**src/rtl/tlrt_pkg.sv**
```systemverilog
`default_nettype none
package tlrt_pkg;

    localparam int LIMIT_MAX   = 32000;
    localparam int CONV_SHIFT  = 9;
    localparam int SCALE_MUL   = 25;
    localparam int SCALE_SHIFT = 5;

    localparam int DIVISOR_W   = 16;
    localparam int DIVIDEND_W  = DIVISOR_W + CONV_SHIFT;
    localparam int STEP_W      = $clog2(DIVIDEND_W + 1);
    localparam int STEPS_CONV  = DIVIDEND_W;
    localparam int STEPS_RAMP  = DIVISOR_W;

    localparam int CFG_IDX_W   = 2;
    localparam logic [CFG_IDX_W-1:0] CFG_ACTIVATE_TIME   = 2'd0;
    localparam logic [CFG_IDX_W-1:0] CFG_DEACTIVATE_TIME = 2'd1;

    // previous selection codes
    localparam logic [1:0] SEL_NONE     = 2'd0;
    localparam logic [1:0] SEL_ACTIVE   = 2'd1;
    localparam logic [1:0] SEL_INACTIVE = 2'd2;

    typedef struct packed {
        logic                  start;
        logic [DIVIDEND_W-1:0] dividend;  // left aligned
        logic [DIVISOR_W-1:0]  divisor;
        logic [STEP_W-1:0]     steps;
    } t_div_req;

endpackage
`default_nettype wire

```
**src/rtl/torque_limit_ramp_transition.sv**
```systemverilog
// Sequence: accept, conversion divide, update, ramp divide, then the S_OUT
// state loads the result register; the ramp divide is skipped when no ramp runs.
// Throughput: one item at a time (o_stall while busy), set by the
// shared bit-serial divider. Result register frees the next accept.
// Reset: synchronous active low; clears config registers and the ramp counter, value and selection memory.
`default_nettype none
module torque_limit_ramp_transition (
    input  wire logic                            i_clk,
    input  wire logic                            i_rst_n,
    input  wire logic                            i_valid,
    output logic                                 o_stall,
    input  wire logic [15:0]                     i_wheel_limit_torque,
    input  wire logic [15:0]                     i_conversion_ratio,
    input  wire logic                            i_protect_active,
    output logic                                 o_valid,
    input  wire logic                            i_stall,
    output logic signed [15:0]                   o_limited_torque,
    output logic [14:0]                          o_converted_limit,
    output logic                                 o_ramp_running,
    input  wire logic                            i_cfg_valid,
    output logic                                 o_cfg_ready,
    input  wire logic [tlrt_pkg::CFG_IDX_W-1:0]  i_cfg_index,
    input  wire logic [7:0]                      i_cfg_data
);

    typedef enum logic [2:0] {S_IDLE, S_DIV1, S_CALC, S_DIV2, S_OUT} t_state;

    t_state r_state;

    logic [7:0]                  r_act_time, r_deact_time;
    logic                        r_active;
    logic [1:0]                  r_prev_sel;
    logic                        r_act_mem;
    logic [7:0]                  r_prev_scaled;
    logic [7:0]                  r_cnt;
    logic                        r_cnt_nz;
    logic signed [15:0]          r_ramp;
    logic [14:0]                 r_conv;
    logic signed [15:0]          r_res;
    logic                        r_neg;

    logic                        r_ovalid;
    logic signed [15:0]          r_lim_out;
    logic [14:0]                 r_conv_out;
    logic                        r_run_out;

    tlrt_pkg::t_div_req          div_req;
    logic [tlrt_pkg::DIVIDEND_W-1:0] div_quo;
    logic                        div_done;

    logic                        accept;
    logic                        out_free;
    logic [14:0]                 conv_cap;
    logic [1:0]                  sel;
    logic [7:0]                  time_sel;
    logic [12:0]                 time_mul;
    logic [7:0]                  scaled;
    logic                        sel_change;
    logic                        n_act_mem;
    logic signed [10:0]          reload_n;
    logic [7:0]                  load;
    logic [7:0]                  n_cnt;
    logic                        n_cnt_nz;
    logic signed [15:0]          target;
    logic signed [16:0]          diff;
    logic [15:0]                 diff_mag;
    logic signed [17:0]          step;
    logic signed [17:0]          ramp_sum;
    logic signed [15:0]          ramp_clamped;

    tlrt_div u_div (
        .i_clk   (i_clk),
        .i_rst_n (i_rst_n),
        .i_req   (div_req),
        .o_quo   (div_quo),
        .o_done  (div_done)
    );

    assign accept      = i_valid && (r_state == S_IDLE);
    assign o_stall     = (r_state != S_IDLE);
    assign o_cfg_ready = 1'b1;
    assign out_free    = !r_ovalid || !i_stall;

    always_comb begin
        // zero ratio gives an all-ones quotient, which the cap turns into the max
        if (div_quo > tlrt_pkg::DIVIDEND_W'(tlrt_pkg::LIMIT_MAX)) begin
            conv_cap = 15'(tlrt_pkg::LIMIT_MAX);
        end else begin
            conv_cap = div_quo[14:0];
        end

        sel        = r_active ? tlrt_pkg::SEL_ACTIVE : tlrt_pkg::SEL_INACTIVE;
        time_sel   = r_active ? r_act_time : r_deact_time;
        time_mul   = 13'(time_sel) * 13'(tlrt_pkg::SCALE_MUL);
        scaled     = time_mul[tlrt_pkg::SCALE_SHIFT +: 8];
        if (scaled == 8'd0) begin
            scaled = 8'd1;
        end
        sel_change = (sel != r_prev_sel);
        n_act_mem  = sel_change || ((scaled != r_prev_scaled) && r_cnt_nz);

        // retime during a running ramp
        reload_n = $signed({3'b000, scaled}) - $signed({3'b000, r_prev_scaled})
                 + $signed({3'b000, r_cnt}) - 11'sd1;
        if (n_act_mem && !sel_change) begin
            if (reload_n < 0) begin
                load = 8'd0;
            end else if (reload_n > 11'sd255) begin
                load = 8'd255;
            end else begin
                load = reload_n[7:0];
            end
        end else begin
            load = scaled;
        end

        if (n_act_mem && !r_act_mem) begin
            n_cnt = load;
        end else if (r_cnt != 8'd0) begin
            n_cnt = r_cnt - 8'd1;
        end else begin
            n_cnt = r_cnt;
        end
        n_cnt_nz = (n_cnt != 8'd0);

        target   = r_active ? $signed({1'b0, r_conv})
                            : 16'(tlrt_pkg::LIMIT_MAX);
        diff     = 17'(target) - 17'(r_ramp);
        diff_mag = diff[16] ? 16'(-diff) : diff[15:0];

        step     = r_neg ? -$signed({2'b00, div_quo[15:0]})
                         : $signed({2'b00, div_quo[15:0]});
        ramp_sum = 18'(r_ramp) + step;
        if (ramp_sum > 18'(tlrt_pkg::LIMIT_MAX)) begin
            ramp_clamped = 16'(tlrt_pkg::LIMIT_MAX);
        end else if (ramp_sum < -18'(tlrt_pkg::LIMIT_MAX)) begin
            ramp_clamped = -16'(tlrt_pkg::LIMIT_MAX);
        end else begin
            ramp_clamped = ramp_sum[15:0];
        end

        div_req.start    = 1'b0;
        div_req.dividend = {i_wheel_limit_torque, tlrt_pkg::CONV_SHIFT'(0)};
        div_req.divisor  = i_conversion_ratio;
        div_req.steps    = tlrt_pkg::STEP_W'(tlrt_pkg::STEPS_CONV);
        if (accept) begin
            div_req.start = 1'b1;
        end else if (r_state == S_CALC) begin
            div_req.start    = n_cnt_nz;
            div_req.dividend = {diff_mag, tlrt_pkg::CONV_SHIFT'(0)};
            div_req.divisor  = {8'd0, n_cnt};
            div_req.steps    = tlrt_pkg::STEP_W'(tlrt_pkg::STEPS_RAMP);
        end
    end

    always_ff @(posedge i_clk) begin
        if (!i_rst_n) begin
            r_state       <= S_IDLE;
            r_act_time    <= '0;
            r_deact_time  <= '0;
            r_prev_sel    <= tlrt_pkg::SEL_NONE;
            r_act_mem     <= 1'b0;
            r_prev_scaled <= '0;
            r_cnt         <= '0;
            r_cnt_nz      <= 1'b0;
            r_ramp        <= '0;
            r_ovalid      <= 1'b0;
        end else begin
            if (i_cfg_valid) begin
                unique case (i_cfg_index)
                    tlrt_pkg::CFG_ACTIVATE_TIME:   r_act_time   <= i_cfg_data;
                    tlrt_pkg::CFG_DEACTIVATE_TIME: r_deact_time <= i_cfg_data;
                    default: ;
                endcase
            end

            // result beat holds until taken; a new one loads once the slot frees
            if (r_state == S_OUT && out_free) begin
                r_ovalid <= 1'b1;
            end else if (!i_stall) begin
                r_ovalid <= 1'b0;
            end

            unique case (r_state)
                S_IDLE: begin
                    if (accept) begin
                        r_active <= i_protect_active;
                        r_state  <= S_DIV1;
                    end
                end
                S_DIV1: begin
                    if (div_done) begin
                        r_conv  <= conv_cap;
                        r_state <= S_CALC;
                    end
                end
                S_CALC: begin
                    r_prev_sel    <= sel;
                    r_prev_scaled <= scaled;
                    r_act_mem     <= n_act_mem;
                    r_cnt         <= n_cnt;
                    r_cnt_nz      <= n_cnt_nz;
                    r_neg         <= diff[16];
                    r_res         <= n_cnt_nz ? r_ramp : target;
                    r_state       <= n_cnt_nz ? S_DIV2 : S_OUT;
                end
                S_DIV2: begin
                    if (div_done) begin
                        r_ramp  <= ramp_clamped;
                        r_state <= S_OUT;
                    end
                end
                S_OUT: begin
                    if (out_free) begin
                        r_lim_out  <= r_res;
                        r_conv_out <= r_conv;
                        r_run_out  <= r_cnt_nz;
                        r_state    <= S_IDLE;
                    end
                end
                default: r_state <= S_IDLE;
            endcase
        end
    end

    assign o_valid           = r_ovalid;
    assign o_limited_torque  = r_lim_out;
    assign o_converted_limit = r_conv_out;
    assign o_ramp_running    = r_run_out;

endmodule
`default_nettype wire

```
**src/rtl/tlrt_div.sv**
```systemverilog
`default_nettype none
// Restoring divider, one quotient bit per cycle shifted in at the bottom.
// Dividend is left aligned; after N steps the low N bits hold the quotient.
// Divisor zero yields all ones.
module tlrt_div (
    input  wire logic                           i_clk,
    input  wire logic                           i_rst_n,
    input  wire tlrt_pkg::t_div_req             i_req,
    output logic [tlrt_pkg::DIVIDEND_W-1:0]     o_quo,
    output logic                                o_done
);

    logic [tlrt_pkg::DIVIDEND_W-1:0] r_quo;
    logic [tlrt_pkg::DIVISOR_W-1:0]  r_rem;
    logic [tlrt_pkg::DIVISOR_W-1:0]  r_dvs;
    logic [tlrt_pkg::STEP_W-1:0]     r_cnt;
    logic                            r_busy;
    logic                            r_done;

    logic [tlrt_pkg::DIVISOR_W:0]    rem_sh;
    logic [tlrt_pkg::DIVISOR_W+1:0]  sub;
    logic                            ge;

    always_comb begin
        rem_sh = {r_rem, r_quo[tlrt_pkg::DIVIDEND_W-1]};
        sub    = {1'b0, rem_sh} - {2'b00, r_dvs};
        ge     = !sub[tlrt_pkg::DIVISOR_W+1];
    end

    always_ff @(posedge i_clk) begin
        if (!i_rst_n) begin
            r_busy <= 1'b0;
            r_done <= 1'b0;
            r_cnt  <= '0;
        end else begin
            r_done <= 1'b0;
            if (i_req.start) begin
                r_busy <= 1'b1;
                r_cnt  <= i_req.steps;
                r_quo  <= i_req.dividend;
                r_dvs  <= i_req.divisor;
                r_rem  <= '0;
            end else if (r_busy) begin
                r_quo <= {r_quo[tlrt_pkg::DIVIDEND_W-2:0], ge};
                r_rem <= ge ? sub[tlrt_pkg::DIVISOR_W-1:0]
                            : rem_sh[tlrt_pkg::DIVISOR_W-1:0];
                r_cnt <= r_cnt - 1'b1;
                if (r_cnt == tlrt_pkg::STEP_W'(1)) begin
                    r_busy <= 1'b0;
                    r_done <= 1'b1;
                end
            end
        end
    end

    assign o_quo  = r_quo;
    assign o_done = r_done;

endmodule
`default_nettype wire
```
**config.mk**
```make
export PLATFORM = sky130hd
export DESIGN_NAME = torque_limit_ramp_transition
export DESIGN_NICKNAME = d
export VERILOG_FILES = /design/src/rtl/tlrt_pkg.sv /design/src/rtl/torque_limit_ramp_transition.sv /design/src/rtl/tlrt_div.sv
export SDC_FILE = /design/constraint.sdc
export NUM_CORES = 1
export LEC_CHECK = 0
export BUFFER_PORTS_ARGS = -buffer_cell sky130_fd_sc_hd__buf_2
export CELL_PAD_IN_SITES_DETAIL_PLACEMENT = 1
export CELL_PAD_IN_SITES_GLOBAL_PLACEMENT = 1
export CORE_MARGIN = 2
export CORE_UTILIZATION = 45
export CTS_CLUSTER_SIZE = 20
export DETAILED_ROUTE_END_ITERATION = 8
export PLACE_DENSITY = 0.81
export RECOVER_POWER = 50
export SLEW_MARGIN = 20
export SYNTH_ARGS = -nofsm -noshare
export SYNTH_HDL_FRONTEND = slang
export SYNTH_SLANG_ARGS = --single-unit
```
**constraint.sdc**
```tcl
create_clock -name i_clk -period 20.5 [get_ports i_clk]
set_input_delay 4.1 -clock i_clk [delete_from_list [all_inputs] [get_ports i_clk]]
set_output_delay 4.1 -clock i_clk [all_outputs]
set_load 0.03 [all_outputs]
```
==> results of run 1 <==
## worst max path at each step
stage	endpoint	slack [ns]	depth (start not counted)
5_1_grt	u_div.r_rem[8]$_SDFFCE_PP0P_	9.72	35
2_1_floorplan	u_div.o_quo[0]$_SDFFCE_PP0P_	11.58	39
3_5_place_dp	u_div.r_rem[12]$_SDFFCE_PP0P_	10.29	35
3_3_place_gp	u_div.r_rem[8]$_SDFFCE_PP0P_	10.69	35
6_report	u_div.r_rem[7]$_SDFFCE_PP0P_	10.31	35
4_1_cts	u_div.r_rem[11]$_SDFFCE_PP0P_	10.24	35
## routing by layer
layer / global-route usage, % / part of all wire, % / vias up / wire [µm]
li1: - / - / 4879 / -
met1: 30.7 / 43 / 5099 / 15200
met2: 43.3 / 50 / 261 / 17900
met3: 3.22 / 4.1 / 75 / 1460
met4: 9.95 / 3.1 / 0 / 1120
met5: 0 / 0 / - / 0
## final cells by class
| class | count | area share [%] |
|---|---|---|
| multi-input combinational | 971 | 50.5 |
| sequential | 185 | 35.6 |
| clock buffer | 21 | 3.57 |
| tap | 378 | 3.42 |
| timing repair buffer | 90 | 3.14 |
| inverter | 114 | 3.10 |
| clock inverter | 11 | 0.589 |
| antenna | 1 | 0.0181 |
## sequential cells by signal, summed over array words and instances, names as in the netlist
signal             cells
r_state                3
r_act_mem              1
o_ramp_running         1
r_prev_sel             2
o_converted_limit     15
r_neg                  1
u_div.o_done           1
r_ramp                16
u_div.r_rem           16
u_div.r_busy           1
r_conv                15
r_deact_time           8
o_limited_torque      16
r_cnt                  8
r_cnt_nz               1
u_div.r_dvs           16
u_div.r_cnt            5
o_valid                1
u_div.o_quo           25
r_act_time             8
r_prev_scaled          8
r_active               1
r_res                 16
## Yosys cell counts, types with 6 or more instances
cell type / n
a21o_1: 15
inv_1: 113
and2_1: 21
ha_1: 104
nor3_1: 37
o211ai_1: 10
o31ai_1: 7
nand3_1: 23
a211oi_1: 21
a21oi_1: 76
mux2_2: 16
and3_1: 7
or3_1: 19
xor2_1: 31
clkbuf_1: 32
mux2i_1: 32
o41ai_1: 6
nand2_1: 91
or2_2: 9
dfxtp_1: 63
o21a_1: 19
nor4_1: 7
a221oi_1: 7
nand2b_1: 19
mux2_4: 13
nand4_1: 8
xnor2_1: 51
a32o_1: 6
edfxtp_1: 122
fa_1: 8
nor2b_1: 15
nor2_1: 126
o21ai_0: 72
## worst register-to-register path, delay by kind of cell, from the launching register on
family	cells	cell delay, ns
simple gates	13	2.94
compound gates	9	2.74
fa+ha+maj	7	2.33
flops	1	0.77
buf+inv	4	0.48
mux	1	0.45
xor+xnor	1	0.08
## where the power goes
group          total (mW)  leakage [nW]  switching (mW)  internal, mW
combinational       0.287          3.78           0.171         0.116
clock               0.331         0.290           0.156         0.175
sequential          0.432          1.64          0.0142         0.418
total                1.05          5.70           0.341         0.709
## per-stage QoR
step                      setup slack (ns)  cells  area, µm²  util, %  hold slack [ns]
after floorplan                      11.58   1317      12600        -            0.400
after global placement               10.69   1737      13300     48.1            0.402
after detailed placement             10.29   1737      13300     48.1            0.406
after CTS                            10.24   1769      13900     50.2            0.422
after global routing                  9.72   1770      13800     50.0            0.424
final                                10.31   1771      13800     50.0            0.421
## cells by family (layout without fill, tap and decap cells)
group	count (synthesis)	count (layout)	synth area share (%)
other	1	2	0.0299
xor gates and xnor gates	82	82	5.72
buffers and inverters	161	236	5.16
muxes	61	61	5.54
AOI/OAI and AO/OA	308	308	16.7
adders and majority gates	112	112	11.6
DFF	185	185	39.2
and+or+nand+nor	407	407	16.0
==> summary.txt, run 1 <==
Status
  – Status: finished with violations
  – Failing checks: max-capacitance violations, max-slew violations

Min path
  – Hold EP: o_limited_torque[1]$_DFFE_PP_
  – Hold Path Stages: 0
  – Hold Startpoint: r_res[1]$_DFFE_PP_
  – Worst hold path type: reg2reg

Global route
  – Tot GR Track Use: roughly 25%
  – Largest net degree at the start of global routing: 54
  – Vias in the first global route: 10,300
  – Initial antenna violation count: 0
  – Total congestion overflow: 0
  – First-pass GRT wire length: 56,000 µm

Clock network
  – # H-tree levels: 4
  – TritonCTS buffer count: 17
  – Total clock sinks: 185
  – Root Driver: clkbuf_16
  – Clock latency on the worst-skew pair: 0.45 ns
  – Clk buf depth: 2
  – Cts repair resizes: 0
  – Postcts setup bufs: 0
  – CTS Hold Buffers Added: 0
  – Clock-pin slew on the worst setup and hold paths: approximately 0.07 ns
  – TritonCTS clock tree: built

Power
  – Power Total: 1.05 mW
  – PD cells: ~76 nW/µm²
  – Maximum vdd drop: around 0.065 mV
  – Leak: 5.70 nW

STA
  – Fin crit share: about half
  – Tightest Pin Transition: about 2.4 ns
  – Final critical-path required period: 10.19 ns
  – Clock Skews: 0.0101 ns
  – Fmax: between 0.09 and 0.1 GHz
  – Setup Viol. Count Final: 0
  – Slew Viols, Final: 79
  – Slew headroom: -56.8%
  – Final Hold Viols: 0
  – RSZ-0062 raised after global routing: no
  – Sum Neg Setup Slack: 0 ns

Die
  – Initial Util: 45.4%
  – Die area: 29,200 µm²
  – Number of placed I/O pins: 83
  – Die Wd: 171 µm
  – Die H: around 170 µm
  – Core region area: about 28,000 µm²
  – Row Count: 61

Synth
  – FFs w/ async S/R, synth: 0%
  – Mean Syn Cell Area: 9.53 µm²
  – Syn. warnings: 0
  – Seq/Total Area, Yosys: 39.2%
  – Post-synth EDFFs: 122
  – Area fraction of the dominant cell type after synthesis: 29.2%
  – Number of synthesized register bits: 185
  – Netlist Area Pre-Place: 12,600 µm²
  – Synth Flop Type: edfxtp_1
  – Post-synthesis cell type count: between 80 and 90
  – Leading area contributor after synthesis: edfxtp_1
  – Mapped Cells: 1,317
  – Post-synthesis net count: about 1,500
  – Synth top area cells: edfxtp_1 (29%), ha_1 (10%), dfxtp_1 (10%)

Detailed routing
  – # DRC: 0
  – Routed len/inst: 20.2 µm
  – DRT Pass-1 Iters: 5
  – Routed WL: around 36,000 µm
  – Via/cell ratio: 5.82
  – Initial DRC Count: around 640
  – Via count: roughly 10,000
  – Antenna-violating nets left: 0

Worst setup path
  – Critical R2R Capture: u_div.r_rem[7]$_SDFFCE_PP0P_
  – Critical Path RT: 20.57 ns
  – Reg2reg path depth: 35
  – R2r startpoint: r_active$_DFFE_PP_
  – Crit Path Category: reg2reg
  – CP Buf/Inv Count: 4
  – Register-to-register setup slack: 10.31 ns
  – Critical Path AT: 10.25 ns
  – Crit-path max cell delay: 0.88 ns
  – Crit end category: flip-flop
  – Slowest cell on crit path: o21a_2
  – Critical path's top delay family: simple AND/OR/NAND/NOR gates
  – Worst Setup SP: r_active$_DFFE_PP_
  – CP Launch Type: flip-flop
  – Cell mode on critical path: ha_1
  – Worst Path Max Fanout: 49

Layout
  – Ratio of cells with drive above 1 in the final layout: approximately 10%
  – Area grow syn2layout: 10.1%
  – Sequential cell area: 4920 µm²
  – Commonest non-fill, non-tap cell in the layout: nor2_1
  – # fillers: between 3,000 and 4,000
  – Multi-input logic area: between 6000 and 7000 µm²
  – Commonest non-fill, non-tap cells in the layout: nor2_1 (125), edfxtp_1 (122), inv_1 (113)
  – Final net count: 1,539

Place
  – Final Wtd Congestion: 0.986
  – PortBufs: 81
  – DP Wirelength: 26,700 µm

Job
  – Max-cap violation count: 3
Power figures use the tool's default switching activity.
==> inputs of run 2 (changes only) <==
--- a/config.mk
+++ b/config.mk
@@ -5,14 +5,15 @@
 export SDC_FILE = /design/constraint.sdc
 export NUM_CORES = 1
 export LEC_CHECK = 0
+export ABC_AREA = 1
 export BUFFER_PORTS_ARGS = -buffer_cell sky130_fd_sc_hd__buf_2
 export CELL_PAD_IN_SITES_DETAIL_PLACEMENT = 1
 export CELL_PAD_IN_SITES_GLOBAL_PLACEMENT = 1
 export CORE_MARGIN = 2
-export CORE_UTILIZATION = 45
+export CORE_UTILIZATION = 42
 export CTS_CLUSTER_SIZE = 20
 export DETAILED_ROUTE_END_ITERATION = 8
-export PLACE_DENSITY = 0.81
+export PLACE_DENSITY = 0.83
 export RECOVER_POWER = 50
 export SLEW_MARGIN = 20
 export SYNTH_ARGS = -nofsm -noshare
==> constraint.sdc (replaced) <==
create_clock -name i_clk -period 8.2 [get_ports i_clk]
set_input_delay 1.64 -clock i_clk [delete_from_list [all_inputs] [get_ports i_clk]]
set_output_delay 1.64 -clock i_clk [all_outputs]
set_load 0.03 [all_outputs]
==> summary.txt, run 2 <==
Status
  – Status: finished with violations
  – Failing checks: max-capacitance violations, max-slew violations

Power
  – Maximum vdd drop: 0.309 mV
  – PD cells: 399 nW/µm²
  – Leak: 6.47 nW

Die
  – Die Wd: 179 µm
  – Row Count: 64
  – Initial Util: roughly 42%
  – Core region area: roughly 30,000 µm²
  – Die area: 32,200 µm²
  – Die H: 179 µm
  – Number of placed I/O pins: 83

Clock network
  – # H-tree levels: 4
  – TritonCTS buffer count: 17
  – Root Driver: clkbuf_16
  – Total clock sinks: ~190
  – Clock-pin slew on the worst setup and hold paths: 0.07 ns
  – Clk buf depth: 2
  – Clock latency on the worst-skew pair: 0.46 ns
  – TritonCTS clock tree: built
  – CTS Hold Buffers Added: 0

Worst setup path
  – CP Buf/Inv Count: 8
  – Slowest cell on crit path: fa_1
  – Critical path's top delay family: simple AND/OR/NAND/NOR gates
  – Crit-path max cell delay: 0.40 ns
  – Critical Path AT: 7.82 ns
  – Crit Path Category: reg2reg
  – Crit end category: flip-flop
  – Worst Path Max Fanout: 16
  – Critical Path RT: 8.42 ns
  – CP Launch Type: flip-flop

STA
  – Slew headroom: -38.6%
  – Fin crit share: between 90 and 100%
  – Tightest Pin Transition: 2.08 ns
  – Setup Viol. Count Final: 0
  – Slew Viols, Final: 65
  – Fmax: 0.132 GHz
  – Hold_ws: 0.423 ns
  – Final critical-path required period: 7.60 ns
  – Clock Skews: 0.0129 ns
  – Final Hold Viols: 0

Min path
  – Worst hold path type: reg2reg

Detailed routing
  – Via count: ~12,000
  – Routed WL: 39,100 µm
  – # DRC: 0
  – Antenna-violating nets left: 0
  – Routed len/inst: approximately 18 µm
  – Initial DRC Count: 736
  – DRT Pass-1 Iters: 7
  – Via/cell ratio: 5.45

Global route
  – Initial antenna violation count: 1
  – Largest net degree at the start of global routing: between 50 and 60
  – Tot GR Track Use: 23.9%
  – Total congestion overflow: 0
  – First-pass GRT wire length: just over 60,000 µm
  – Vias in the first global route: 12,200

Synth
  – Post-synth top cells: nand2_1 (348), inv_1 (238), nor2_1 (151), a21oi_1 (131), edfxtp_1 (122)
  – Largest family of logic cells by synthesized area: simple AND/OR/NAND/NOR gates
  – Number of synthesized register bits: 185
  – Seq/Total Area, Yosys: 38.1%
  – Mapped Cells: 1,658
  – FFs w/ async S/R, synth: 0%
  – Synth Flop Type: edfxtp_1
  – Leading area contributor after synthesis: edfxtp_1
  – Area fraction of the dominant cell type after synthesis: 28.3%
  – Syn. warnings: 0
  – Post-Synth Simple-Gate Area: 23.3%
  – Mean Syn Cell Area: 7.80 µm²
  – Post-synth EDFFs: between 100 and 150
  – Synth Area in Compound Gates: a little over an eighth
  – Post-synthesis cell type count: 51
  – Post-synthesis net count: 1,818
  – Post-synthesis mux area share: 0%
  – Synth top area cells: edfxtp_1 (28%), nand2_1 (10%), ha_1 (10%)
  – Netlist Area Pre-Place: 12,900 µm²
  – Most numerous cell in the Yosys netlist: nand2_1
  – Post-synthesis adder-cell area fraction: 11.3%
  – Post-Synth XOR/XNOR Area: 5.35%

Layout
  – Final net count: 1,901
  – Sequential cell area: roughly 4900 µm²
  – Commonest non-fill, non-tap cell in the layout: nand2_1
  – # fillers: 3,831
  – Final core occ: a little under half
  – Ratio of cells with drive above 1 in the final layout: 9.58%
  – Commonest non-fill, non-tap cells in the layout: nand2_1 (346), inv_1 (236), nor2_1 (151)
  – Max FFs per register: 25
  – Area grow syn2layout: 11.1%
  – Multi-input logic area: ~7000 µm²

Place
  – PortBufs: 81
  – Final Wtd Congestion: 0.937
  – DP Wirelength: roughly 30,000 µm

Job
  – Max-cap violation count: 2
run 2: worst reg2reg max path: cells and delay by family (launching register included):
| kind | cells | cell delay [ns] |
|---|---|---|
| flip-flops | 1 | 0.39 |
| AO/OA/AOI/OAI | 5 | 0.82 |
| adder cells (fa/ha/maj) | 8 | 2.46 |
| buffers and inverters | 8 | 0.79 |
| XOR/XNOR | 1 | 0.15 |
| AND/OR/NAND/NOR | 22 | 2.76 |
run 2: final timing paths:
check | slack [ns] | endpoint | cells after the start | start
worst max register to register | 0.60 | u_div.r_dvs[14]$_DFFE_PP_ | 44 | r_active$_DFFE_PP_
worst min-delay path | 0.42 | o_limited_torque[10]$_DFFE_PP_ | 0 | r_res[10]$_DFFE_PP_
worst min register to register | 0.42 | o_limited_torque[10]$_DFFE_PP_ | 0 | r_res[10]$_DFFE_PP_
worst max-delay path | 0.60 | u_div.r_dvs[14]$_DFFE_PP_ | 44 | r_active$_DFFE_PP_
run 2: cells by family (layout without fill, tap and decap cells):
family / count (synthesis) / count (layout)
flops: 185 / 185
fa+ha+maj: 112 / 112
buf+inv: 284 / 378
compound gates: 305 / 306
simple gates: 692 / 693
xor+xnor: 79 / 79
other cells: 1 / 2
run 2: cell type report:
cell class,count,area share (%)
Timing Repair Buffer,100,3.64
Multi-Input combinational cell,1191,48.4
Clock inverter,13,0.671
Inverter,246,6.46
Tap cell,396,3.45
Sequential cell,185,34.3
Antenna cell,1,0.0174
Clock buffer,19,3.02
run 2: layer usage:
layer / track usage [%] / wire length, µm / up-vias
li1: - / - / 5676
met4: 9.17 / 1160 / 0
met2: 41.6 / 19300 / 238
met1: 30.3 / 17400 / 5751
met3: 2.94 / 1310 / 66
met5: 0 / 0 / -
run 2: power by group:
part	internal, mW	switching (mW)
registers	1.31	0.149
logic	1.19	2.30
clock network	0.390	0.398
total	2.88	2.84
run 2: what timing repair did:
action                     CTS  global route
resized for setup            0            10
setup endpoints to repair    0            93
setup buffers                0             7
run 2: through the flow:
stage          TNS [ns]  setup WS [ns]  instance area, µm²  power, mW  cells
6_report              0          0.599               14400       5.73   2151
5_1_grt         -0.0908        -0.0117               14400       6.23   2151
4_1_cts               0         0.0930               14300       5.64   2140
3_5_place_dp          0          0.172               13700       4.84   2108
3_3_place_gp          0          0.553               13700       4.66   2108
2_1_floorplan         0          0.517               12900       3.96   1658
==> inputs of run 3 (changes only) <==
--- a/config.mk
+++ b/config.mk
@@ -14,7 +14,7 @@
 export CTS_CLUSTER_SIZE = 20
 export DETAILED_ROUTE_END_ITERATION = 8
 export PLACE_DENSITY = 0.83
-export RECOVER_POWER = 50
+export SETUP_SLACK_MARGIN = 0.5
 export SLEW_MARGIN = 20
 export SYNTH_ARGS = -nofsm -noshare
 export SYNTH_HDL_FRONTEND = slang
==> summary.txt, run 3 (synthesis results as in run 2) <==
Worst setup path
  – Register-to-register setup slack: 0.91 ns
  – Reg2reg path depth: 44
  – Slowest cell on crit path: fa_1
  – Crit end category: flip-flop
  – Critical Path AT: 7.49 ns
  – R2r startpoint: r_active$_DFFE_PP_
  – Cell mode on critical path: nand2_1
  – Critical path's top delay family: adder cells
  – Critical Path RT: approximately 8.4 ns
  – Critical R2R Capture: u_div.o_quo[15]$_DFFE_PP_
  – Worst Path Max Fanout: 20
  – CP Launch Type: flip-flop
  – Crit-path max cell delay: 0.47 ns
  – Crit Path Category: reg2reg
  – CP Buf/Inv Count: 5

Power
  – Cell-internal power: 3.01 mW
  – Leak: 6.66 nW
  – Clock power frac: 13.2%
  – PD cells: 407 nW/µm²
  – Switching share of power: 49.6%
  – Psw: between 2 and 3 mW
  – Maximum vdd drop: 0.297 mV
  – Power Total: roughly 6.0 mW
  – Part of the power in registers: 24.4%
  – Combinational power share: 62.4%

Min path
  – Hold Path Stages: 0
  – Hold EP: o_limited_torque[10]$_DFFE_PP_
  – Worst hold path type: reg2reg
  – Hold Startpoint: r_res[10]$_DFFE_PP_

STA
  – Final Hold Viols: 0
  – Clock Skews: 0.0114 ns
  – Final critical-path required period: 7.29 ns
  – Sum Neg Setup Slack: 0 ns
  – RSZ-0062 raised after global routing: no
  – Fmax: ~0.14 GHz
  – Setup Viol. Count Final: 0
  – Slew Viols, Final: 0
  – Fin crit share: 88.9%
  – Slew headroom: around a quarter
  – Tightest Pin Transition: 1.13 ns

Global route
  – First-pass GRT wire length: 62,500 µm
  – Largest net degree at the start of global routing: 56
  – Total congestion overflow: 0
  – Tot GR Track Use: 24.1%
  – Initial antenna violation count: 1
  – Vias in the first global route: 12,200

Place
  – Final Wtd Congestion: about 0.94
  – DP Wirelength: 30,100 µm
  – Placed Instance Area: between 10,000 and 15,000 µm²
  – DP Cell Count: 2,108
  – PortBufs: a little over 80

Job
  – Max-cap violation count: 0

Detailed routing
  – Via/cell ratio: roughly 5.5
  – # DRC: 0
  – Initial DRC Count: 847
  – DRT Pass-1 Iters: 5
  – Routed len/inst: 18.6 µm
  – Via count: 11,800
  – Routed WL: 40,200 µm
  – Antenna-violating nets left: 0

Clock network
  – Total clock sinks: around 190
  – Clock latency on the worst-skew pair: about 0.46 ns
  – Clk buf depth: 2
  – Root Driver: clkbuf_16
  – # H-tree levels: 4
  – Clock-pin slew on the worst setup and hold paths: 0.07 ns
  – TritonCTS buffer count: 17
  – TritonCTS clock tree: built

Layout
  – Final instance area: between 10,000 and 15,000 µm²
  – Max FFs per register: 25
  – Final net count: 1,908
  – Commonest non-fill, non-tap cells in the layout: nand2_1 (342), inv_1 (236), nor2_1 (148)
  – Commonest non-fill, non-tap cell in the layout: nand2_1
  – Area grow syn2layout: 13.7%
  – Fin cells: 2,158
  – Ratio of cells with drive above 1 in the final layout: 13.1%
  – Final core occ: 48.3%

Die
  – Row Count: 64
  – Die area: ~32,000 µm²
  – Die Wd: between 150 and 200 µm
  – Core region area: just over 30,000 µm²
  – Die H: 179 µm
  – Initial Util: between 40 and 50%
  – Number of placed I/O pins: 83

Status
  – Status: complete, no violations
==> run 3: cell types whose count changed in the layout (fill, tap and decap cells not counted), moves of 3 or more <==
cell      previous run  this run
clkbuf_1            40         2
buf_2               47        81
a21oi_1            131       127
nand2_1            346       342
ha_4                 0         4
ha_1               103        99
nand2_8              1         5
nor2_1             151       148
buf_4               11        18
a21oi_2             11        15
buf_12               2         5
==> run 3: timing repair <==
action / in CTS / in global routing
gates cloned: 1 / 3
endpoints found under the setup margin: 63 / 124
buffers inserted: 2 / 10
pin swaps: 2 / 13
hold buffers: 0 / 0
resized for setup: 4 / 39
==> run 3: worst max path at each step <==
stage / startpoint / end / slack (ns) / cells after the start
6_report: r_active$_DFFE_PP_ / u_div.o_quo[15]$_DFFE_PP_ / 0.91 / 44
5_1_grt: r_active$_DFFE_PP_ / u_div.o_quo[13]$_DFFE_PP_ / 0.43 / 49
4_1_cts: r_active$_DFFE_PP_ / u_div.r_dvs[9]$_DFFE_PP_ / 0.49 / 43
3_5_place_dp: r_active$_DFFE_PP_ / u_div.r_rem[0]$_SDFFCE_PP0P_ / 0.17 / 43
3_3_place_gp: r_active$_DFFE_PP_ / u_div.o_quo[17]$_DFFE_PP_ / 0.55 / 42
2_1_floorplan: r_active$_DFFE_PP_ / u_div.o_quo[0]$_SDFFCE_PP0P_ / 0.52 / 45
==> run 3: final cells by class <==
type                    count  area [µm²]
fillers                  3784       15700
multi-input cells        1191        7110
diodes                      1        2.50
clock buffers              19         433
inverters                 246         927
well taps                 396         495
clock inverters            13        96.3
flip-flops and latches    185        4920
repair buffers            107         702
==> run 3: through the flow <==
| stage | hold WS [ns] | setup slack [ns] |
|---|---|---|
| 3_5_place_dp | 0.407 | 0.172 |
| 4_1_cts | 0.424 | 0.492 |
| 6_report | 0.422 | 0.907 |
| 3_3_place_gp | 0.401 | 0.553 |
| 2_1_floorplan | 0.400 | 0.517 |
| 5_1_grt | 0.426 | 0.432 |
==> run 3: metal layers <==
layer	routed length [µm]	share of wire, %	GRT usage [%]	vias to the layer above
met5	0	0	0	-
met4	1210	3.0	8.94	0
met3	1490	3.7	3.02	68
met2	19900	50	42.2	274
met1	17600	44	30.3	5801
li1	-	-	-	5690
==> run 3: power groups by stage <==
stage               clock [mW]  combinational, mW  sequential, mW
floorplan                    0               2.54            1.42
global placement             0               3.19            1.46
detailed placement           0               3.37            1.47
CTS                      0.797               3.43            1.45
global route             0.831               4.14            1.48
finish                   0.788               3.73            1.46
==> run 3: worst reg2reg max path, delay by kind of cell, from the launching register on <==
family,cells,cell delay [ns]
AO/OA/AOI/OAI,6,0.74
flip-flops,1,0.45
adder cells (fa/ha/maj),8,2.61
XOR/XNOR,1,0.15
AND/OR/NAND/NOR,24,2.50
buffers and inverters,5,0.54
